`src/rtl/core/scgr_pkg.sv`:
```
// Package for the scaled glyph rectangle generator.
// Holds the glyph ROM, the controller state type and the control structs.
// No dependencies.
package scgr_pkg;

  localparam int GLYPH_COLS = 5;
  localparam int GLYPH_ROWS = 7;
  localparam int GLYPH_PIX  = GLYPH_COLS * GLYPH_ROWS;

  // Pixel k of a glyph is column k / 7, row k % 7.
  typedef logic [GLYPH_COLS-1:0][GLYPH_ROWS-1:0] glyph_t;

  typedef enum logic [2:0] {
    ST_IDLE = 3'b001,
    ST_LOAD = 3'b010,
    ST_WALK = 3'b100
  } state_t;

  // Commands from the controller to the datapath.
  typedef struct packed {
    logic capture;  // an input item is taken this cycle
    logic lookup;   // glyph lookup and cursor update
    logic advance;  // move the walker to the next pixel
  } scgr_cmd_t;

  // Status from the datapath to the controller.
  typedef struct packed {
    logic blank;     // looked-up glyph has no pixel set
    logic pix_now;   // pixel under the walker is set
    logic last_pix;  // no set pixel after the current one
    logic out_free;  // output register can take a rectangle
  } scgr_sts_t;

  // Builds a glyph from its five column bytes, column 0 first.
  function automatic glyph_t mk_glyph(input logic [7:0] c0, input logic [7:0] c1,
                                      input logic [7:0] c2, input logic [7:0] c3,
                                      input logic [7:0] c4);
    glyph_t g;
    g = {c4[6:0], c3[6:0], c2[6:0], c1[6:0], c0[6:0]};
    return g;
  endfunction

  // Fixed font ROM; every code outside it draws the blank glyph.
  function automatic glyph_t glyph_lookup(input logic [7:0] code);
    glyph_t g;
    unique case (code)
      8'h25:   g = mk_glyph(8'h23, 8'h13, 8'h08, 8'h64, 8'h62);
      8'h2D:   g = mk_glyph(8'h08, 8'h08, 8'h08, 8'h08, 8'h08);
      8'h2E:   g = mk_glyph(8'h00, 8'h60, 8'h60, 8'h00, 8'h00);
      8'h2F:   g = mk_glyph(8'h20, 8'h10, 8'h08, 8'h04, 8'h02);
      8'h30:   g = mk_glyph(8'h3E, 8'h51, 8'h49, 8'h45, 8'h3E);
      8'h31:   g = mk_glyph(8'h00, 8'h42, 8'h7F, 8'h40, 8'h00);
      8'h32:   g = mk_glyph(8'h42, 8'h61, 8'h51, 8'h49, 8'h46);
      8'h33:   g = mk_glyph(8'h21, 8'h41, 8'h45, 8'h4B, 8'h31);
      8'h34:   g = mk_glyph(8'h18, 8'h14, 8'h12, 8'h7F, 8'h10);
      8'h35:   g = mk_glyph(8'h27, 8'h45, 8'h45, 8'h45, 8'h39);
      8'h36:   g = mk_glyph(8'h3C, 8'h4A, 8'h49, 8'h49, 8'h30);
      8'h37:   g = mk_glyph(8'h01, 8'h71, 8'h09, 8'h05, 8'h03);
      8'h38:   g = mk_glyph(8'h36, 8'h49, 8'h49, 8'h49, 8'h36);
      8'h39:   g = mk_glyph(8'h06, 8'h49, 8'h49, 8'h29, 8'h1E);
      8'h3A:   g = mk_glyph(8'h00, 8'h36, 8'h36, 8'h00, 8'h00);
      8'h41:   g = mk_glyph(8'h7E, 8'h11, 8'h11, 8'h11, 8'h7E);
      8'h43:   g = mk_glyph(8'h3E, 8'h41, 8'h41, 8'h41, 8'h22);
      8'h45:   g = mk_glyph(8'h7F, 8'h49, 8'h49, 8'h49, 8'h41);
      8'h48:   g = mk_glyph(8'h7F, 8'h08, 8'h08, 8'h08, 8'h7F);
      8'h49:   g = mk_glyph(8'h00, 8'h41, 8'h7F, 8'h41, 8'h00);
      8'h4D:   g = mk_glyph(8'h7F, 8'h02, 8'h0C, 8'h02, 8'h7F);
      8'h50:   g = mk_glyph(8'h7F, 8'h09, 8'h09, 8'h09, 8'h06);
      8'h52:   g = mk_glyph(8'h7F, 8'h09, 8'h19, 8'h29, 8'h46);
      8'h54:   g = mk_glyph(8'h01, 8'h01, 8'h7F, 8'h01, 8'h01);
      8'h55:   g = mk_glyph(8'h3F, 8'h40, 8'h40, 8'h40, 8'h3F);
      default: g = '0;
    endcase
    return g;
  endfunction

endpackage

```
`src/rtl/core/scaled_glyph_rect_generator_top.sv`:
```
// Top level of the scaled glyph rectangle generator.
// Joins scgr_ctrl and scgr_datapath; depends on scgr_pkg.
//
//   channel | direction | tdata                                   | tuser / tlast
//   in_     | slave     | code, origin_x, origin_y, color, scale  | tuser: first_of_string
//   out_    | master    | rect_x, rect_y, rect_side, rect_color   | tlast: last_rect
//
// An item is accepted, then looked up, and then walked pixel by pixel up to the last set
// pixel by the pixel walker over the 35 pixels of the 5x7 glyph, one pixel per cycle unless
// a set pixel waits for the output register. A blank glyph returns to idle after lookup.
// Reset clears the cursor to 0 and empties the output register.
// A stalled output holds the walker on a set pixel until the rectangle is taken;
// the next item is taken while the final rectangle still waits.
module scaled_glyph_rect_generator_top
  import scgr_pkg::*;
#(
  parameter int COORD_BITS = 16
) (
  input  logic        clk,
  input  logic        rst_n,
  input  logic        in_tvalid,
  output logic        in_tready,
  // [7:0] char_code, [23:8] origin_x, [39:24] origin_y, [47:40] color, [55:48] scale
  input  logic [55:0] in_tdata,
  // [0] first_of_string
  input  logic        in_tuser,
  output logic        out_tvalid,
  input  logic        out_tready,
  // [15:0] rect_x, [31:16] rect_y, [39:32] rect_side, [47:40] rect_color
  output logic [47:0] out_tdata,
  output logic        out_tlast
);

  scgr_cmd_t   cmd;
  scgr_sts_t   sts;
  logic [15:0] rect_x, rect_y;
  logic [7:0]  rect_side, rect_color;

  scgr_ctrl u_ctrl (
    .clk       (clk),
    .rst_n     (rst_n),
    .in_tvalid (in_tvalid),
    .in_tready (in_tready),
    .sts       (sts),
    .cmd       (cmd)
  );

  scgr_datapath #(
    .COORD_BITS (COORD_BITS)
  ) u_datapath (
    .clk             (clk),
    .rst_n           (rst_n),
    .cmd             (cmd),
    .sts             (sts),
    .char_code       (in_tdata[7:0]),
    .origin_x        (in_tdata[23:8]),
    .origin_y        (in_tdata[39:24]),
    .color           (in_tdata[47:40]),
    .scale           (in_tdata[55:48]),
    .first_of_string (in_tuser),
    .out_valid       (out_tvalid),
    .out_ready       (out_tready),
    .rect_x          (rect_x),
    .rect_y          (rect_y),
    .rect_side       (rect_side),
    .rect_color      (rect_color),
    .last_rect       (out_tlast)
  );

  assign out_tdata = {rect_color, rect_side, rect_y, rect_x};

  // An accepted item always passes through lookup before the next one is taken.
  a_lookup_after_accept: assert property (@(posedge clk) disable iff (!rst_n)
    (in_tvalid && in_tready) |=> !in_tready)
    else $error("input taken twice in a row");

  // A pending rectangle that is not the last of its glyph means the walk goes on.
  a_busy_while_glyph_open: assert property (@(posedge clk) disable iff (!rst_n)
    (out_tvalid && !out_tlast) |-> !in_tready)
    else $error("input ready while a glyph is still being drawn");

  // Every rectangle has a nonzero side.
  a_side_nonzero: assert property (@(posedge clk) disable iff (!rst_n)
    out_tvalid |-> (out_tdata[39:32] != 8'd0))
    else $error("rectangle with zero side");

endmodule

```
`src/rtl/core/scgr_ctrl.sv`:
```
// Controller of the scaled glyph rectangle generator.
// One-hot state machine that sequences capture, lookup and the pixel walk.
// Depends on scgr_pkg.
module scgr_ctrl
  import scgr_pkg::*;
(
  input  logic      clk,
  input  logic      rst_n,
  input  logic      in_tvalid,
  output logic      in_tready,
  input  scgr_sts_t sts,
  output scgr_cmd_t cmd
);

  state_t state_r, state_nxt;

  // Items are taken only when the walker is free.
  assign in_tready   = (state_r == ST_IDLE);
  assign cmd.capture = in_tvalid && in_tready;
  assign cmd.lookup  = (state_r == ST_LOAD);
  // An unset pixel is skipped at once; a set one waits for the output register.
  assign cmd.advance = (state_r == ST_WALK) && (!sts.pix_now || sts.out_free);

  // Next-state logic.
  always_comb begin
    state_nxt = state_r;
    unique case (state_r)
      ST_IDLE: begin
        if (cmd.capture) state_nxt = ST_LOAD;
      end
      ST_LOAD: begin
        state_nxt = sts.blank ? ST_IDLE : ST_WALK;
      end
      ST_WALK: begin
        if (cmd.advance && sts.last_pix) state_nxt = ST_IDLE;
      end
      default: state_nxt = ST_IDLE;
    endcase
  end

  // State register.
  always_ff @(posedge clk) begin
    if (!rst_n) begin
      state_r <= ST_IDLE;
    end else begin
      state_r <= state_nxt;
    end
  end

endmodule

```
`src/rtl/core/scgr_datapath.sv`:
```
// Datapath of the scaled glyph rectangle generator.
// Holds the captured item, the cursor, the pixel walker and the output register.
// Depends on scgr_pkg.
module scgr_datapath
  import scgr_pkg::*;
#(
  parameter int COORD_BITS = 16
) (
  input  logic        clk,
  input  logic        rst_n,
  input  scgr_cmd_t   cmd,
  output scgr_sts_t   sts,
  input  logic [7:0]  char_code,
  input  logic [15:0] origin_x,
  input  logic [15:0] origin_y,
  input  logic [7:0]  color,
  input  logic [7:0]  scale,
  input  logic        first_of_string,
  output logic        out_valid,
  input  logic        out_ready,
  output logic [15:0] rect_x,
  output logic [15:0] rect_y,
  output logic [7:0]  rect_side,
  output logic [7:0]  rect_color,
  output logic        last_rect
);

  // Captured item.
  logic [7:0]            code_r;
  logic [COORD_BITS-1:0] ox_r, oy_r;
  logic [7:0]            color_r, side_r;
  logic                  first_r;

  // Walker and cursor.
  logic [GLYPH_PIX-1:0]  pix_r;
  logic [2:0]            row_r;
  logic [COORD_BITS-1:0] x_r, y_r, cursor_r;
  logic [COORD_BITS-1:0] px, adv6;

  // Output register.
  logic                  out_valid_r, out_valid_nxt;
  logic [15:0]           rect_x_r, rect_y_r;
  logic [7:0]            rect_side_r, rect_color_r;
  logic                  last_rect_r;

  logic [COORD_BITS-1:0] ox_ext, oy_ext;
  logic                  emit;

  // Origins are sign-extended or cut to the coordinate width.
  assign ox_ext = COORD_BITS'(signed'(origin_x));
  assign oy_ext = COORD_BITS'(signed'(origin_y));

  assign px   = first_r ? ox_r : cursor_r;
  assign adv6 = COORD_BITS'({side_r, 2'b00}) + COORD_BITS'({side_r, 1'b0});
  assign emit = cmd.advance && pix_r[0];

  assign sts.blank    = (glyph_lookup(code_r) == '0);
  assign sts.pix_now  = pix_r[0];
  assign sts.last_pix = (pix_r[GLYPH_PIX-1:1] == '0);
  assign sts.out_free = !out_valid_r || out_ready;

  // Capture the item; a zero scale counts as one.
  always_ff @(posedge clk) begin
    if (cmd.capture) begin
      code_r  <= char_code;
      ox_r    <= ox_ext;
      oy_r    <= oy_ext;
      color_r <= color;
      side_r  <= (scale == 8'd0) ? 8'd1 : scale;
      first_r <= first_of_string;
    end
  end

  // Cursor moves on by six columns after every character, blank ones too.
  always_ff @(posedge clk) begin
    if (!rst_n) begin
      cursor_r <= '0;
    end else if (cmd.lookup) begin
      cursor_r <= px + adv6;
    end
  end

  // Pixel walker: rows inside a column, then the next column.
  always_ff @(posedge clk) begin
    if (cmd.lookup) begin
      pix_r <= glyph_lookup(code_r);
      row_r <= 3'd0;
      x_r   <= px;
      y_r   <= oy_r;
    end else if (cmd.advance) begin
      pix_r <= pix_r >> 1;
      if (row_r == 3'(GLYPH_ROWS - 1)) begin
        row_r <= 3'd0;
        x_r   <= x_r + COORD_BITS'(side_r);
        y_r   <= oy_r;
      end else begin
        row_r <= row_r + 3'd1;
        y_r   <= y_r + COORD_BITS'(side_r);
      end
    end
  end

  // Output valid flag.
  always_comb begin
    if (emit) out_valid_nxt = 1'b1;
    else if (out_ready) out_valid_nxt = 1'b0;
    else out_valid_nxt = out_valid_r;
  end

  always_ff @(posedge clk) begin
    if (!rst_n) begin
      out_valid_r <= 1'b0;
    end else begin
      out_valid_r <= out_valid_nxt;
    end
  end

  // Output payload, loaded for each set pixel.
  always_ff @(posedge clk) begin
    if (emit) begin
      rect_x_r     <= 16'(x_r);
      rect_y_r     <= 16'(y_r);
      rect_side_r  <= side_r;
      rect_color_r <= color_r;
      last_rect_r  <= sts.last_pix;
    end
  end

  assign out_valid  = out_valid_r;
  assign rect_x     = rect_x_r;
  assign rect_y     = rect_y_r;
  assign rect_side  = rect_side_r;
  assign rect_color = rect_color_r;
  assign last_rect  = last_rect_r;

endmodule

```
`config.mk`:
```
export PLATFORM = sky130hd
export DESIGN_NAME = scaled_glyph_rect_generator_top
export DESIGN_NICKNAME = d
export VERILOG_FILES = /design/src/rtl/core/scgr_pkg.sv /design/src/rtl/core/scaled_glyph_rect_generator_top.sv /design/src/rtl/core/scgr_ctrl.sv /design/src/rtl/core/scgr_datapath.sv
export SDC_FILE = /design/constraint.sdc
export NUM_CORES = 1
export LEC_CHECK = 0
export BUFFER_PORTS_ARGS = -buffer_cell sky130_fd_sc_hd__buf_4
export CELL_PAD_IN_SITES_DETAIL_PLACEMENT = 0
export CELL_PAD_IN_SITES_GLOBAL_PLACEMENT = 1
export CORE_MARGIN = 5
export CORE_UTILIZATION = 35
export CTS_CLUSTER_SIZE = 24
export DETAILED_ROUTE_END_ITERATION = 8
export PLACE_DENSITY = 0.75
export SETUP_SLACK_MARGIN = 0.1
export SLEW_MARGIN = 20
export SYNTH_ARGS = -nofsm -noshare
export SYNTH_HDL_FRONTEND = slang
export SYNTH_SLANG_ARGS = --single-unit
```
`constraint.sdc`:
```
create_clock -name clk -period 10.35 [get_ports clk]
set_input_delay 3.105 -clock clk [delete_from_list [all_inputs] [get_ports clk]]
set_output_delay 3.105 -clock clk [all_outputs]
set_load 0.03 [all_outputs]
```
# --- After elaboration in Yosys (flattened, before gate mapping) ---
# Cells that the tools add are included.
word_totals:
  register_bits: 196
  input_bits: 61
  output_inout_bits: 51
  elab_cells: 87
classes:
  addsub: 5
  n_eq_ne: 31
  muxes: 17
  reduce_logical: 16
ops:
  columns: ["cell", "count"]
  rows:
  - ["one-hot mux 35 bit (25 select lines)", 1]
  - ["== test 8 x 6 -> 1 bit, second input constant", 15]
  - ["two-way mux 16 bit", 7]
  - ["== test 8 x 7 -> 1 bit, second input constant", 10]
  - ["two-way mux 35 bit", 2]
  - ["zero test 35 bit", 1]
  - ["zero test 34 bit", 1]
  - ["adder 16 x 8 -> 16 bit", 2]
  - ["adder 16 bit", 1]
  - ["two-way mux 3 bit", 4]
  - ["adder 10 x 9 -> 11 bit", 1]
  - ["one-hot mux 3 bit (3 select lines)", 1]
  - ["zero test 8 bit", 1]
  - ["== test 3 bit, second input constant", 2]
  - ["nonzero test 2 bit", 3]
  - ["logical AND 1 bit", 4]
  - ["!= test 2 bit, second input constant", 2]
  - ["AND reduction 2 bit", 2]
  - ["adder 3 x 1 -> 3 bit, second input constant", 1]
  - ["== test 3 x 1 -> 1 bit, second input constant", 1]
  - ["== test 3 x 2 -> 1 bit, second input constant", 1]
  - ["zero test 1 bit", 2]
  - ["logical OR 1 bit", 2]
  - ["two-way mux 1 bit", 2]

# --- Depth between registers and ports, before layout ---
# Gate-level depths: netlist of run 1.
depth:
  depth_word: 7
  ltp_mapped: 15
  ltp_nobuf: 15

# --- By module ---
# Synthesis of run 1 repeated with hierarchy kept, for this count alone.
hier_totals:
  hier_cells: 901
  hier_area_um2: 10222.3
modules_own_cells:
  columns: ["mod", "n_inst", "cells_each", "area_each_um2"]
  rows:
  - ["scgr_datapath", 1, 883, 10052.1]
  - ["scgr_ctrl", 1, 18, 170.2]

# --- Least setup slack after synthesis of run 1 ---
# Ideal clock, no wire load.
synth_path:
  path_kind: "input to register"
  startpoint: "input port out_tready"
  endpoint: "register u_datapath.x_r[0] (enable)"
  setup_time_ns: 0.414
  arrival_time_ns: 4.666
  slack_ns: 5.269
  path_stages: 4
  n_path_buf: 0
  path_cell_list: "nor2b_1 nand2_1 nand2_1 o31ai_1"
synth_between:
  elab_chain_len: 5
synth_rtl:
  columns: ["element", "line_no", "text"]
  rows:
  - ["from (decl)", "scaled_glyph_rect_generator_top.sv:28", "input logic out_tready,"]
  - ["logical OR 1 bit", "scgr_datapath.sv:60", "assign sts.out_free = !out_valid_r || out_ready;"]
  - ["logical OR 1 bit", "scgr_ctrl.sv:22", "assign cmd.advance = (state_r == ST_WALK) && (!sts.pix_now || sts.out_free);"]
  - ["logical AND 1 bit", "scgr_ctrl.sv:22", null]
  - ["nonzero test 2 bit (no source line)", null, null]
  - ["AND reduction 2 bit (no source line)", null, null]
  - ["to (signal assigned)", "scgr_datapath.sv:88", "x_r <= px;"]
  - ["to (signal assigned)", "scgr_datapath.sv:94", "x_r <= x_r + COORD_BITS'(side_r);"]
  - ["to (decl)", "scgr_datapath.sv:37", "logic [COORD_BITS-1:0] x_r, y_r, cursor_r;"]
# No other way between the ends.
# A chain may end at the register's enable or synchronous reset.

# --- Worst setup path after layout of run 1 ---
layout_path:
  startpoint: "register u_ctrl.state_r[0]"
  endpoint: "output port in_tready"
layout_between:
  elab_chain_len: 1
layout_rtl:
  columns: ["element", "line_no", "text"]
  rows:
  - ["from (decl)", "scgr_ctrl.sv:15", "state_t state_r, state_nxt;"]
  - ["from (signal assigned)", "scgr_ctrl.sv:46", "state_r <= state_nxt;"]
  - ["== test 3 x 1 -> 1 bit", "scgr_ctrl.sv:18", "assign in_tready = (state_r == ST_IDLE);"]
  - ["to (decl)", "scaled_glyph_rect_generator_top.sv:22", "output logic in_tready,"]
# No other way between the ends.

==> impl_results.md, run 1 <==
* Most frequent cells after synthesis: 173 x edfxtp_1, 109 x nand2_1, 73 x nor2_1
* Post-synth EDFFs at between 150 and 200
* Syn Nets at about 1000
* # setup viols final at 0
* Number of buffer and inverter stages on the critical path at 1
* Row cnt at slightly above 60
* Register area share after synthesis at 56.1%
* Crit end category: output port
* Top cells by area, synth: edfxtp_1 51%, dfxtp_1 4.6%, ha_1 4.2%
* WP data arrival at 1.42 ns
* Grt total ovfl at 0
* CTS tree: yes
* Crit path time final at between 4 and 5 ns
* # diodes at 0
* Share of cells above drive strength 1 at 18.3%
* PD cells at between 150 and 200 nW/µm²
* Pleak at roughly 0.0042 µW
* Core region area at 28500 µm²
* Comb power frac at approximately an eighth
* Fin Setup TNS at 0 ns
* GRT Overall Usage at between 10 and 15%
* Net Switching at between 400 and 500 µW
* Via density at between 5 and 6
* Reg2Reg Depth at 14
* Synth async-reset ratio at 0%
* Worst Tran Pin Value at slightly above 1 ns
* Fin nets at ~1100
* Synthesis Warnings at 0
* Initial Util at between 30% and 40%
* Outcome: complete, no violations
* Clk root buf: clkbuf_16
* Final worst slack at just under 6 ns
* R2r setup slk at around 6.6 ns
* Vias at 7450
* Ys flop type: edfxtp_1
* F_max at ~220 MHz
* Storage cell area at 5660 µm²
* Unrepaired setup endpoints after global routing: false
* Die Ht at between 150 and 200 µm
* FF-to-FF End: u_datapath.cursor_r[15]$_SDFFE_PN0P_
* Worst slack at placement at ~5.6 ns
* Initial DRC count at 594
* Cell family with most CP delay: flip-flops
* Cts hold-fix bufs at 0
* CTS buffer count at 17
* Critical setup path kind: reg -> out
* Worst VDD drop at about 0.00012 V
* Post-CTS Resized at 0
* Initial antenna violation count at 0
* Top-count cell post-synth: edfxtp_1
* Netlist cell types at 71
* CTS sink cnt at roughly 200
* Area taken by multi-input logic gates at 4170 µm²
* Int Power at around 1300 µW
* Setup Fix Bufs, Post-CTS at 0
* Final hold violation count at 0
* Synthesized flop and latch total at 196
* First-pass DRT Iterations at 5
* Fill cell instance count of the final layout at 2749
* Post-Route WL at about 25 mm
* Startpoint types: flip-flop
* Slowest cell on crit path: dfxtp_1
* Mean post-synth cell area at 10.9 µm²
* Hold Path Stages at 0
* Yosys top cell area share at 51.5%
* CP Cell Sequence: nor3b_1 > buf_4
* Reg clk slew, reported paths at around 0.070 ns
* Post-DR wirelength/cell at 17.6 µm
* Sequential fraction of design power at 49.7%
* Worst-Skew Late Latency at 0.44 ns
* Critical Path RT at between 7 and 8 ns
* Critical Path Fanout Max at 4
* Die W at 180 µm
* Post-synth top area cell: edfxtp_1
* Total Die Area at roughly 32000 µm²
* # IOs at roughly 110
* Detail Route Antenna Nets at 0
* End point of the critical path: in_tready
* CP startpoint: u_ctrl.state_r[0]$_SDFFE_PN1P_
* Max Buffers Root-to-Sink at 2
* Vias in the first global route at between 7000 and 8000
* Max_cap viols at 0
* IO buf count at about 110
* Worst r2r src: u_datapath.side_r[1]$_SDFFCE_PN0P_
* Worst min path class: reg -> reg
* DRC viols at 0
* Mapped Cells at about 920
* Routability cong. at approximately 0.88
* Pin count of the biggest net entering global routing at 72
* First-pass GRT wire length at between 30 and 40 mm
* Period utilization at a little over two fifths
* Fin. max-slew vios at 0
* Post-Syn Area at a little over 10000 µm²
* Critical path depth at 2
* Clk network pwr share at 37.7%
* Max H-tree Level at 4
* Synthesis-to-finish area growth at 17.8%
* Switching portion of total power at about a quarter
* Max-slew headroom at a little under a third
* DP HPWL at about 17 mm
* Slowest cell delay on critical path at 0.40 ns
* Worst Skew at 0.0152 ns
-- metal layers --
metal | GRT usage, % | wire length (µm) | up-vias | share of wire, %
met1 | 20.1 | 11100 | 3556 | 45
met3 | 3.05 | 1300 | 33 | 5.3
met5 | 0 | 0 | - | 0
li1 | - | - | 3628 | -
met2 | 24.4 | 11900 | 233 | 48
met4 | 4.42 | 484 | 0 | 2.0
-- flip-flops by register name, summed over array words and instances, names as in the netlist --
register and cells:
u_datapath.color_r 8, u_datapath.row_r 3, u_datapath.oy_r 16, u_datapath.last_rect 1, u_datapath.rect_x 16, u_datapath.rect_color 8
u_datapath.first_r 1, u_datapath.y_r 16, u_datapath.side_r 8, u_datapath.code_r 8, u_datapath.ox_r 16, u_datapath.rect_side 8
u_datapath.x_r 16, u_datapath.cursor_r 16, u_datapath.rect_y 16, u_ctrl.state_r 3, u_datapath.pix_r 35, u_datapath.out_valid 1
-- layout by cell type, fill, tap and decap left out, types with 8 or more instances in the layout --
cell and instances:
ha_1 34, a211oi_1 11, nor2_1 73, nor3_1 29
nor4_1 11, nand3_1 21, xor2_1 18, inv_1 16
dfxtp_1 23, xnor2_1 23, a21o_1 9, mux2_2 17
a21oi_1 64, nand2b_1 14, edfxtp_1 173, clkbuf_16 17
nand2_1 108, a31oi_1 17, buf_4 123, o22ai_1 8
o21ai_0 69
-- power groups by stage --
stage / registers [µW] / logic (µW) / clock network, µW
floorplan: 911 / 166 / 0
global placement: 916 / 225 / 0
detailed placement: 916 / 225 / 0
CTS: 899 / 227 / 698
global route: 901 / 253 / 729
finish: 899 / 228 / 681
-- kinds of logic (layout without fill, tap and decap cells) --
kind of cell	after synthesis	in the layout	synth area share, %
mux	22	22	2.39
fa+ha+maj	38	38	5.01
flops	196	196	56.1
simple gates	316	316	15.2
buf+inv	70	172	2.96
compound gates	241	241	14.8
xor+xnor	41	41	3.56
-- how the worst min path moves through the flow --
| stage | startpoint | end |
|---|---|---|
| 2_1_floorplan | u_datapath.color_r[0]$_DFFE_PP_ | u_datapath.rect_color[0]$_DFFE_PP_ |
| 3_3_place_gp | u_datapath.color_r[3]$_DFFE_PP_ | u_datapath.rect_color[3]$_DFFE_PP_ |
| 3_5_place_dp | u_datapath.color_r[1]$_DFFE_PP_ | u_datapath.rect_color[1]$_DFFE_PP_ |
| 4_1_cts | u_datapath.color_r[1]$_DFFE_PP_ | u_datapath.rect_color[1]$_DFFE_PP_ |
| 5_1_grt | u_datapath.color_r[6]$_DFFE_PP_ | u_datapath.rect_color[6]$_DFFE_PP_ |
| 6_report | u_datapath.color_r[1]$_DFFE_PP_ | u_datapath.rect_color[1]$_DFFE_PP_ |
-- metrics by stage --
step | std cells | total power, µW | util, % | hold slack [ns] | cell area (µm²)
after CTS | 1410 | 1820 | 41.6 | 0.417 | 11900
after global routing | 1410 | 1880 | 41.6 | 0.435 | 11900
after floorplan | 924 | 1080 | - | 0.400 | 10100
after global placement | 1378 | 1140 | 39.5 | 0.400 | 11300
final | 1410 | 1810 | 41.6 | 0.414 | 11900
after detailed placement | 1378 | 1140 | 39.5 | 0.405 | 11300
-- layout make-up --
cell class,instances,share of cell area (%)
tap,384,4.04
sequential,196,47.6
inverter,17,0.537
timing repair buffer,123,7.77
multi-input combinational,658,35.0
clock buffer,18,3.61
clock inverter,14,1.43
Note: power is estimated with default switching activity, not from simulation.
==> inputs of run 2 (changes only) <==
--- a/config.mk
+++ b/config.mk
@@ -12,7 +12,7 @@
 export CORE_UTILIZATION = 35
 export CTS_CLUSTER_SIZE = 24
 export DETAILED_ROUTE_END_ITERATION = 8
-export PLACE_DENSITY = 0.75
+export PLACE_DENSITY = 0.77
 export SETUP_SLACK_MARGIN = 0.1
 export SLEW_MARGIN = 20
 export SYNTH_ARGS = -nofsm -noshare
==> constraint.sdc (replaced) <==
create_clock -name clk -period 4.1 [get_ports clk]
set_input_delay 1.23 -clock clk [delete_from_list [all_inputs] [get_ports clk]]
set_output_delay 1.23 -clock clk [all_outputs]
set_load 0.03 [all_outputs]
==> impl_results.md, run 2 (synthesis gave the netlist of run 1 again) <==
* GRT Overall Usage at 15.3%
* Vias in the first global route at between 7000 and 8000
* Fin Setup TNS at 0 ns
* Post-Route WL at between 20 and 30 mm
* PD cells at roughly 380 nW/µm²
* F_max at approximately 270 MHz
* Worst Tran Pin Value at roughly 1.0 ns
* Max_cap viols at 0
* Initial Util at between 30% and 40%
* Share of cells above drive strength 1 at about a fifth
* Worst min path class: reg -> reg
* Routability cong. at 0.912
* Critical setup path kind: reg -> reg
* Initial DRC count at ~640
* # setup viols final at 0
* Reg clk slew, reported paths at 0.08 ns
* Fin nets at 1118
* Detail Route Antenna Nets at 0
* CP Cell Sequence: ha_1 > fa_1 > a21o_1 > a21oi_1 > nor2b_1 > o21ai_0 > nand2b_1 > a21o_1 > ha_1 > and2_1 > a221o_1 > a31o_2 > and3_1 > o311ai_1
* Comb power frac at about an eighth
* CTS tree: yes
* Max H-tree Level at 4
* Crit end category: flip-flop
* Placed Instances at 1383
* Clk root buf: clkbuf_16
* CTS sink cnt at between 150 and 200
* Critical Path RT at 4.44 ns
* DP HPWL at around 18 mm
* Fin. max-slew vios at 0
* Grt total ovfl at 0
* IO buf count at between 100 and 150
* Most common cell after layout, fill and taps aside: edfxtp_1
* Via density at approximately 5.3
* Clk network pwr share at a little over a third
* Sequential fraction of design power at between 50% and 60%
* First-pass GRT wire length at 39.9 mm
* Hold Path Stages at 0
* Final hold violation count at 0
* Max reg flops at 35
* Die W at between 150 and 200 µm
* Hold endpoint: u_datapath.rect_color[3]$_DFFE_PP_
* Net Switching at roughly 1200 µW
* Worst VDD drop at between 0.0002 and 0.0003 V
* Outcome: complete, no violations
* First-pass DRT Iterations at 5
* Most frequent cells in the layout: 173 x edfxtp_1, 129 x buf_4, 108 x nand2_1, 73 x nor2_1, 69 x o21ai_0
* CTS buffer count at 17
* Pleak at 0.00420 µW
* Largest register by flop count: u_datapath.pix_r
* Post-CTS Resized at 0
* Row cnt at 62
* Die Ht at 180 µm
* Vias at 7442
* Reg2Reg Depth at 14
* Max Buffers Root-to-Sink at 2
* FF-to-FF End: u_datapath.cursor_r[15]$_SDFFE_PN0P_
* Fill cell instance count of the final layout at 2767
* DRC viols at 0
* Pin count of the biggest net entering global routing at 42
* Synthesis-to-finish area growth at 17.9%
* Crit path time final at approximately 3.7 ns
* Worst Skew at roughly 0.011 ns
* Area taken by multi-input logic gates at between 4000 and 5000 µm²
* Initial antenna violation count at 0
* Hold wc startpoint: u_datapath.color_r[3]$_DFFE_PP_
* Critical Path Fanout Max at 6
* # IOs at 112
* Total Die Area at 32300 µm²
* Startpoint types: flip-flop
* Int Power at 3280 µW
* Unrepaired setup endpoints after global routing: false
* Slowest cell on crit path: edfxtp_1
* Max-slew headroom at between 30% and 40%
* Storage cell area at ~5700 µm²
* WP data arrival at 4.03 ns
* Post-DR wirelength/cell at roughly 18 µm
* Core region area at approximately 29000 µm²
* Period utilization at 89.9%
* Slowest cell delay on critical path at between 0.4 and 0.5 ns
* # diodes at 0
* R2r setup slk at 0.41 ns
* Non-filler cells, final at between 1000 and 1500
* Worst-Skew Late Latency at roughly 0.44 ns
* Worst r2r src: u_datapath.side_r[0]$_SDFFCE_PN1P_
* Switching portion of total power at between 20% and 30%
-- run 2: cell types whose count changed in the layout (fill, tap and decap cells not counted), sizes merged --
cell | before | now
buf | 123 | 129
inv | 22 | 27
bufinv | 2 | 0
clkinv | 7 | 5
clkbuf | 18 | 17
-- run 2: worst max-delay path by stage --
stage,start,to
after floorplan,u_datapath.side_r[1]$_SDFFCE_PN0P_,u_datapath.cursor_r[15]$_SDFFE_PN0P_
after global placement,u_datapath.side_r[1]$_SDFFCE_PN0P_,u_datapath.cursor_r[15]$_SDFFE_PN0P_
after detailed placement,u_datapath.side_r[1]$_SDFFCE_PN0P_,u_datapath.cursor_r[15]$_SDFFE_PN0P_
after CTS,u_datapath.side_r[1]$_SDFFCE_PN0P_,u_datapath.cursor_r[15]$_SDFFE_PN0P_
after global routing,u_datapath.side_r[0]$_SDFFCE_PN1P_,u_datapath.cursor_r[15]$_SDFFE_PN0P_
final,u_datapath.side_r[0]$_SDFFCE_PN1P_,u_datapath.cursor_r[15]$_SDFFE_PN0P_
-- run 2: routing by layer --
| layer | track usage (%) | vias up | wire (µm) |
|---|---|---|---|
| met5 | 0 | - | 0 |
| met4 | 4.66 | 0 | 523 |
| met3 | 3.25 | 36 | 1240 |
| met2 | 25.9 | 227 | 12300 |
| met1 | 19.8 | 3534 | 11100 |
| li1 | - | 3645 | - |
-- run 2: layout make-up --
class	count	share of cell area (%)
Clock buffer	17	3.58
Timing Repair Buffer	129	8.14
Inverter	17	0.537
Sequential cell	196	47.6
Clock inverter	15	1.14
Tap cell	384	4.04
Multi-Input combinational cell	658	35.0
-- run 2: worst max-delay path, delay by kind of cell (launching register included) --
family | cells | cell delay (ns)
compound gates | 7 | 1.51
flops | 1 | 0.47
simple gates | 4 | 0.57
fa+ha+maj | 3 | 1.03
-- run 2: power by group through the flow --
stage,Clock [µW],Combinational [µW],Sequential (µW)
floorplan,0,418,2300
global placement,0,555,2320
detailed placement,0,560,2330
CTS,1670,565,2280
global route,1760,634,2290
finish,1630,566,2280
-- run 2: per-stage QoR --
stage	instance area, µm²	total power, µW	hold WS, ns	setup WS [ns]	util, %
detailed placement	11300	2890	0.405	0.371	39.6
floorplan	10100	2720	0.400	0.638	-
CTS	11900	4520	0.417	0.328	41.6
global route	11900	4680	0.417	0.146	41.7
finish	11900	4470	0.416	0.413	41.7
global placement	11300	2880	0.401	0.457	39.6
-- run 2: what timing repair did --
item                       CTS  global route
hold buffers                 0             0
setup endpoints to repair    0             1
setup buffers                0             1
